<file path="src/hw/rtl/lse_pkg.sv">
package lse_pkg;

  // Line geometry.
  localparam int LINE_PIXELS = 128;
  localparam int IDX_W       = $clog2(LINE_PIXELS);

  // Pixel pairs are compared for left indices WIN_FIRST..WIN_LAST.
  localparam int WIN_FIRST = 2;
  localparam int WIN_LAST  = 122;

  // Steering constants.
  localparam logic [6:0]        RISE_BASE = 7'd64;
  localparam logic [6:0]        CENTER    = 7'd63;
  localparam logic signed [7:0] BIAS_POS  = 8'sd30;
  localparam logic signed [7:0] BIAS_NEG  = 8'sd50;
  localparam logic [1:0]        COUNT_MAX = 2'd3;
  localparam logic [1:0]        COUNT_TWO = 2'd2;

  // Edge summary of the line seen so far.
  typedef struct packed {
    logic signed [6:0] rising;
    logic signed [6:0] falling;
    logic [1:0]        count;
    logic [IDX_W-1:0]  last;
  } line_state_t;

endpackage

</file>
<file path="src/hw/rtl/line_scan_edge_steering_core.sv">
// A pixel accepted into the input register is processed once the result
// register can take a result; processing a line's last pixel loads its result.
// Throughput: one pixel per cycle while the result side does not stall, set by
// the single input and result registers around the compare and steering logic.
// Reset (rst, synchronous, active high) empties both registers and clears
// the line state, so the next pixel is index 0 of a new line.
module line_scan_edge_steering_core
  import lse_pkg::*;
(
  input  logic              clk,
  input  logic              rst,
  input  logic              item_valid,
  output logic              item_ready,
  input  logic [7:0]        pixel,
  input  logic              line_end,
  output logic              result_valid,
  input  logic              result_ready,
  output logic signed [7:0] steer,
  output logic              two_edges
);

  logic              hold_valid;
  logic [7:0]        hold_pixel;
  logic              hold_end;
  logic              proc_en;
  logic              done;
  line_state_t       upd;
  logic signed [7:0] steer_calc;
  logic              two_calc;

  // A held pixel is processed once the result register can take a result.
  assign proc_en    = hold_valid && (!result_valid || result_ready);
  assign item_ready = !hold_valid || proc_en;

  // Input register.
  always_ff @(posedge clk) begin
    if (rst) begin
      hold_valid <= 1'b0;
    end else if (item_ready) begin
      hold_valid <= item_valid;
    end
  end

  always_ff @(posedge clk) begin
    if (item_valid && item_ready) begin
      hold_pixel <= pixel;
      hold_end   <= line_end;
    end
  end

  lse_edge_track u_track (
    .clk      (clk),
    .rst      (rst),
    .en       (proc_en),
    .pixel    (hold_pixel),
    .line_end (hold_end),
    .upd      (upd),
    .done     (done)
  );

  lse_steer_calc u_calc (
    .st        (upd),
    .steer     (steer_calc),
    .two_edges (two_calc)
  );

  // Result register.
  always_ff @(posedge clk) begin
    if (rst) begin
      result_valid <= 1'b0;
    end else if (proc_en && done) begin
      result_valid <= 1'b1;
    end else if (result_ready) begin
      result_valid <= 1'b0;
    end
  end

  always_ff @(posedge clk) begin
    if (proc_en && done) begin
      steer     <= steer_calc;
      two_edges <= two_calc;
    end
  end

endmodule

</file>
<file path="src/hw/rtl/lse_edge_track.sv">
module lse_edge_track
  import lse_pkg::*;
(
  input  logic        clk,
  input  logic        rst,
  input  logic        en,
  input  logic [7:0]  pixel,
  input  logic        line_end,
  output line_state_t upd,
  output logic        done
);

  logic [IDX_W-1:0] pixel_index;
  logic [7:0]       previous_pixel;
  line_state_t      line_state;
  logic [IDX_W-1:0] left;
  logic             in_win;

  // Compare the pixel with its left neighbour inside the window.
  always_comb begin
    left   = pixel_index - IDX_W'(1);
    in_win = (pixel_index >= IDX_W'(WIN_FIRST + 1)) &&
             (pixel_index <= IDX_W'(WIN_LAST + 1));
    upd    = line_state;
    if (in_win) begin
      if (previous_pixel < pixel) begin
        upd.rising = RISE_BASE - left;
      end
      if (previous_pixel > pixel) begin
        upd.falling = left - CENTER;
      end
      if (previous_pixel != pixel) begin
        if (line_state.count != COUNT_MAX) begin
          upd.count = line_state.count + 2'd1;
        end
        upd.last = left;
      end
    end
    done = line_end || (pixel_index == IDX_W'(LINE_PIXELS - 1));
  end

  // Line state: cleared at reset and after the line's last pixel.
  always_ff @(posedge clk) begin
    if (rst || (en && done)) begin
      pixel_index    <= '0;
      previous_pixel <= '0;
      line_state     <= '0;
    end else if (en) begin
      pixel_index    <= pixel_index + IDX_W'(1);
      previous_pixel <= pixel;
      line_state     <= upd;
    end
  end

endmodule

</file>
<file path="src/hw/rtl/lse_steer_calc.sv">
module lse_steer_calc
  import lse_pkg::*;
(
  input  line_state_t       st,
  output logic signed [7:0] steer,
  output logic              two_edges
);

  logic signed [7:0] pair_diff;
  logic signed [7:0] centre_ofs;

  // When two_edges is set, steer is the offset difference; otherwise steer from the last edge.
  always_comb begin
    two_edges  = (st.count == COUNT_TWO);
    pair_diff  = {st.rising[6], st.rising} - {st.falling[6], st.falling};
    centre_ofs = $signed({1'b0, CENTER}) - $signed({1'b0, st.last});
    if (two_edges) begin
      steer = pair_diff;
    end else if (centre_ofs > 8'sd0) begin
      steer = centre_ofs + BIAS_POS;
    end else if (centre_ofs < 8'sd0) begin
      steer = centre_ofs - BIAS_NEG;
    end else begin
      steer = 8'sd0;
    end
  end

endmodule

</file>
<file path="config.mk">
export PLATFORM = sky130hd
export DESIGN_NAME = line_scan_edge_steering_core
export DESIGN_NICKNAME = d
export VERILOG_FILES = /design/src/hw/rtl/lse_pkg.sv /design/src/hw/rtl/line_scan_edge_steering_core.sv /design/src/hw/rtl/lse_edge_track.sv /design/src/hw/rtl/lse_steer_calc.sv
export SDC_FILE = /design/constraint.sdc
export NUM_CORES = 1
export LEC_CHECK = 0
export BUFFER_PORTS_ARGS = -buffer_cell sky130_fd_sc_hd__clkbuf_2
export CAP_MARGIN = 30
export CORE_MARGIN = 10
export CORE_UTILIZATION = 65
export CTS_CLUSTER_SIZE = 24
export DETAILED_ROUTE_END_ITERATION = 16
export PLACE_DENSITY = 0.93
export SYNTH_ARGS = -nofsm -noshare
export SYNTH_HDL_FRONTEND = slang
export SYNTH_SLANG_ARGS = --single-unit
</file>
<file path="constraint.sdc">
create_clock -name clk -period 9.8 [get_ports clk]
set_input_delay 0.98 -clock clk [delete_from_list [all_inputs] [get_ports clk]]
set_output_delay 0.98 -clock clk [all_outputs]
set_load 0.02 [all_outputs]
</file>
; Word level (Yosys, flattened, before mapping)
; Index checks and enable logic that the tools add are counted.
[word_totals]
ff_bits = 58
latchBits = 0
ram_bits = 0
mem_bits_ro = 0
inputBits = 13
out_inout_bits = 11
mem_count = 0
[classes]
add_sub_neg = 9
mul = 0
div_mod_pow = 0
order_cmp = 6
n_eq_ne = 4
shifts = 0
n_mux = 10
bitwise_logic = 0
n_reduce_logical = 11
[ops]
columns = op, count
row1 = $mux 8, 3
row2 = $mux 23, 1
row3 = $mux 7, 2
row4 = $mux 9, 1
row5 = $add 8x6->8 const B, 1
row6 = $gt 8x1->1 const B, 1
row7 = $gt 8x8->1, 1
row8 = $lt 8x1->1 const B, 1
row9 = $lt 8x8->1, 1
row10 = $ne 8x8->1, 1
row11 = $sub 6x7->8 const A, 1
row12 = $sub 7x7->8, 1
row13 = $sub 8x7->8 const B, 1
row14 = $add 7x1->7 const B, 1
row15 = $eq 7x7->1 const B, 1
row16 = $ge 7x2->1 const B, 1
row17 = $le 7x7->1 const B, 1
row18 = $sub 7x1->7 const B, 1
row19 = $sub 7x6->7 const B, 1
row20 = $sub 7x7->7 const A, 1
row21 = $logic_and 1x1->1, 4
row22 = $logic_or 1x1->1, 4
row23 = $add 2x1->2 const B, 1
row24 = $eq 2x2->1 const B, 1
row25 = other kinds (5), 7

; Longest topological paths before layout
[logic_depth]
word_depth = 9
mapped_depth = 19

; Cells and area by module
; Synthesis repeated with hierarchy kept, for this count alone.
[unflattened]
hier_cells = 401
area_unflattened_um2 = 3723.6
[by_module_without_submodules]
columns = module, n_inst, cells_each, area_each_um2
row1 = lse_edge_track, 1, 290, 2501.1
row2 = line_scan_edge_steering_core, 1, 29, 643.1
row3 = lse_steer_calc, 1, 82, 579.3

; Least setup slack after synthesis
; No wires, ideal clock.
[synth_timing]
path_type = register -> register
from = register hold_pixel[1]
to = register steer[5] (data pin)
setup_ns = 0.261
t_arrival_ns = 3.476
slack_ns = 6.064
path_stages_with_launch = 19
path_buffers = 1
period_less_slack_ns = 3.736
cell_sequence = edfxtp_1 > inv_1 > ha_1 > nor2b_1 > o21a_1 > o21ai_0 > a21oi_1 > or2_1 > buf_2 > nor2_4 > mux2_2 > ha_1 > nor2b_1 > o21ai_0 > a21oi_1 > o21a_1 > nor3_1 > nor2b_1 > a221o_1
[synth_lines]
columns = element, line
row1 = from (decl), line_scan_edge_steering_core.sv:23  ; logic [7:0] hold_pixel;
row2 = from (signal assigned), line_scan_edge_steering_core.sv:46  ; hold_pixel <= pixel;
row3 = to (signal assigned), line_scan_edge_steering_core.sv:80  ; steer <= steer_calc;
row4 = to (decl), line_scan_edge_steering_core.sv:18  ; output logic signed [7:0] steer,

==> flow_metrics.py <==
metrics = {
    "route": {
        "post-route-drc-count": 0,
        "ant_nets": 0,
        "detailedRoute.firstPassIterationCount": 5,
        "routed_wl_um": 7650,
        "drt-initial-drc-count": 251,
        "wire_per_inst_um": 16.2,
        "via_count": 2803,
        "via_density_per_instance": 5.95,
    },
    "global_route": {
        "maximum_number_of_pins_on_one_net_before_global_route_repair": 39,
        "antenna_found_initial": 0,
        "vias_in_the_first_global_route": 2891,
        "grt_first_pass_wirelength_um": 13500,
        "overflow_left_after_global_routing": 0,
        "gr-usage-all-layers_pct": 19.0,
    },
    "synthesis": {
        "post_synth.cell_area_avg_sq_um": 9.29,
        "synthCells": 380,
        "postSynth.asyncResetShare_pct": 0,
        "synth_seq_cells": 58,
        "yosys.cell_types.count": 63,
        "syn-num-nets": 413,
        "synth.yosys.seq_area_share_pct": 38.0,
        "yosys.area.top_type": "dfxtp_1",
        "synth_enable_flop_cells": 18,
        "syn-cell-area_sq_mm": 0.00353,
        "netlist_top_cells_count": "nor2_1, dfxtp_1, nand2_1, a21oi_1, mux2i_1",
        "synth_warnings": 0,
        "synthFlopType": "dfxtp_1",
        "synth_most_common_cell": "nor2_1",
        "yosys.area.top_type_share_pct": 22.7,
        "post_synth_main_area_contributors": "dfxtp_1, edfxtp_1, mux2i_1",
    },
    "clocking": {
        "tritoncts_num_sinks": 58,
        "post_cts_buffers": 0,
        "post_cts_clock_slew_at_the_launch_and_capture_registers_of_the_worst_setup_and_hold_paths_ns": 0.07,
        "cts_resized": 0,
        "tritoncts": "yes",
        "cts_hold_fix_bufs": 0,
        "library_cell_used_as_clock_root_buffer": "clkbuf_8",
        "clock_buffer_count_from_cts": 9,
        "cts_htree_levels": 3,
        "clock_tree.buffer_depth": 2,
        "worstSkewPairLatency_ns": 0.35,
    },
    "power": {
        "leakage_nw": 1.60,
        "vdd.ir_drop.worst_uv": 107,
        "power.density_mw_per_mm2": 149,
        "totalPowerFinal_mw": 0.574,
    },
    "worst_setup_path": {
        "timing.critical_path.to_type": "flop",
        "critPathLaunchType": "flop",
        "path_delay_family": "compound AO/OA/AOI/OAI gates",
        "path_cells": "ha_1 > and3b_1 > o21ai_2 > o211a_1 > nand2_2 > mux2_2 > ha_1 > fa_1 > inv_1 > a21oi_1 > o21bai_1 > a21o_1 > a21oi_1 > xnor2_1 > o22ai_1",
        "cp.buffers_inverters": 1,
        "critical_path_class": "reg2reg",
        "critPathSlowestCell": "o211a_1",
        "worstPathMaxFanout": 21,
        "required_ns": 9.90,
        "peak_per_stage_delay_on_the_critical_path_ns": 0.73,
        "critPathArrivalTime_ns": 4.64,
    },
    "cells_and_area": {
        "antenna_cells": 0,
        "area.growth.synth_to_final_pct": 8.83,
        "cell_count_final_fillers_out": 471,
        "n_fill_cell": 338,
        "finalNetCount": 429,
        "final_area_sq_mm": 0.00384,
        "drive_above_1_share_pct": 17.7,
        "final_core_util_pct": 74.3,
    },
    "timing": {
        "rsz_0062_raised_after_global_routing": "no",
        "max-slew-margin-rel_pct": 32.9,
        "layout_min_cycle_time_ns": 4.54,
        "worstMarginPinSlew_ns": 1.00,
        "drv_slew": 0,
        "setup_slack_ns": 5.26,
        "post-route-period-util_pct": 46.3,
        "clock_skew_ns": 0.00795,
        "timing.setup.tns_ns": 0,
        "max_freq_mhz": 220,
        "report.final.hold_viol_count": 0,
        "final.hold.worst_slack_ns": 0.458,
        "finalSetupViolations": 0,
    },
    "min_path": {
        "worst_hold_path_type": "reg2reg",
    },
    "floorplan": {
        "design.core.area_sq_mm": 0.00517,
        "die_y_um": 93.7,
        "die-width_um": 93.7,
        "io_pins": 24,
        "floorplan.initialDensity_pct": 68.2,
        "rows": 26,
        "die_area_sq_mm": 0.00878,
    },
    "placed_design": {
        "number_of_placed_instances_taps_included": 455,
        "io_buffer_count": 23,
        "dp_slack_ns": 5.38,
        "finalWeightedCongestion": 0.958,
        "dpl.hpwl_um": 5480,
        "detailed_place.area_sq_mm": 0.00361,
    },
    "outcome": {
        "outcome": "completed",
    },
    "run": {
        "max_cap_violations": 0,
    },
}
==> state kept, by name, indices dropped and copies added (netlist names) <==
signal and count:
u_track.line_state 23, hold_pixel 8, steer 8, u_track.previous_pixel 8
u_track.pixel_index 7, hold_end 1, hold_valid 1, result_valid 1
two_edges 1
==> where the power goes <==
group	internal (mW)	switching [mW]	total, mW
combinational	0.0217	0.0413	0.0630
sequential	0.253	0.00445	0.258
clock	0.158	0.0945	0.253
==> per-layer routing <==
metal,share of wire (%),vias to the layer above,global-route usage [%]
met3,6.4,32,5.44
li1,-,1340,-
met2,50,129,31.5
met4,3.6,0,10.9
met5,0,-,0
met1,40,1302,21.2
==> area by class of cell <==
class | count | area (sq um) | area share [%]
clock buffers | 12 | 156 | 4.07
multi-input cells | 282 | 1990 | 51.7
clock inverters | 4 | 72.6 | 1.89
flip-flops and latches | 58 | 1340 | 34.9
inverters | 22 | 82.6 | 2.15
well taps | 70 | 87.6 | 2.28
repair buffers | 23 | 115 | 3.00
==> kinds of logic (layout without fill, tap and decap cells) <==
logic type | Yosys count | count (layout) | share of synthesized area [%]
simple gates | 134 | 134 | 18.8
compound gates | 62 | 62 | 11.3
flops | 58 | 58 | 38.0
buf+inv | 40 | 61 | 5.74
mux | 39 | 39 | 11.9
xor+xnor | 26 | 26 | 6.66
fa+ha+maj | 21 | 21 | 7.59
==> final timing paths <==
check	startpoint	to	slack, ns	depth (start not counted)
worst max-delay path	u_track.pixel_index[0]$_SDFFE_PP0P_	steer[6]$_DFFE_PP_	5.26	15
worst min-delay path	u_track.previous_pixel[0]$_SDFFE_PP0P_	u_track.previous_pixel[0]$_SDFFE_PP0P_	0.46	2
worst max register to register	u_track.pixel_index[0]$_SDFFE_PP0P_	steer[6]$_DFFE_PP_	5.26	15
worst min register to register	u_track.previous_pixel[0]$_SDFFE_PP0P_	u_track.previous_pixel[0]$_SDFFE_PP0P_	0.46	2
==> worst register-to-register path: stages (launching register included) <==
cell,delay [ns]
dfxtp_1,0.66
ha_1,0.36
and3b_1,0.21
o21ai_2,0.12
o211a_1,0.73
nand2_2,0.34
mux2_2,0.36
ha_1,0.23
fa_1,0.41
inv_1,0.07
a21oi_1,0.06
o21bai_1,0.25
a21o_1,0.18
a21oi_1,0.08
xnor2_1,0.14
o22ai_1,0.11
==> placed cells by master, fill, tap and decap left out, types with 3 or more instances in the layout <==
cell type  count
nand3_1        8
dfxtp_1       40
clkbuf_8       9
o21ai_0       10
xnor2_1       12
nor2_1        45
clkbuf_2      23
xor2_1        13
a21oi_1       27
mux2_2        11
o22ai_1        3
mux2i_1       26
nor3_1         8
inv_1         22
o21a_1         3
edfxtp_1      18
or3_1          4
nand2b_1       4
nor2b_1        5
nand2_1       39
ha_1          19
nand4_1        3
Note: power is estimated with default switching activity, not from simulation.
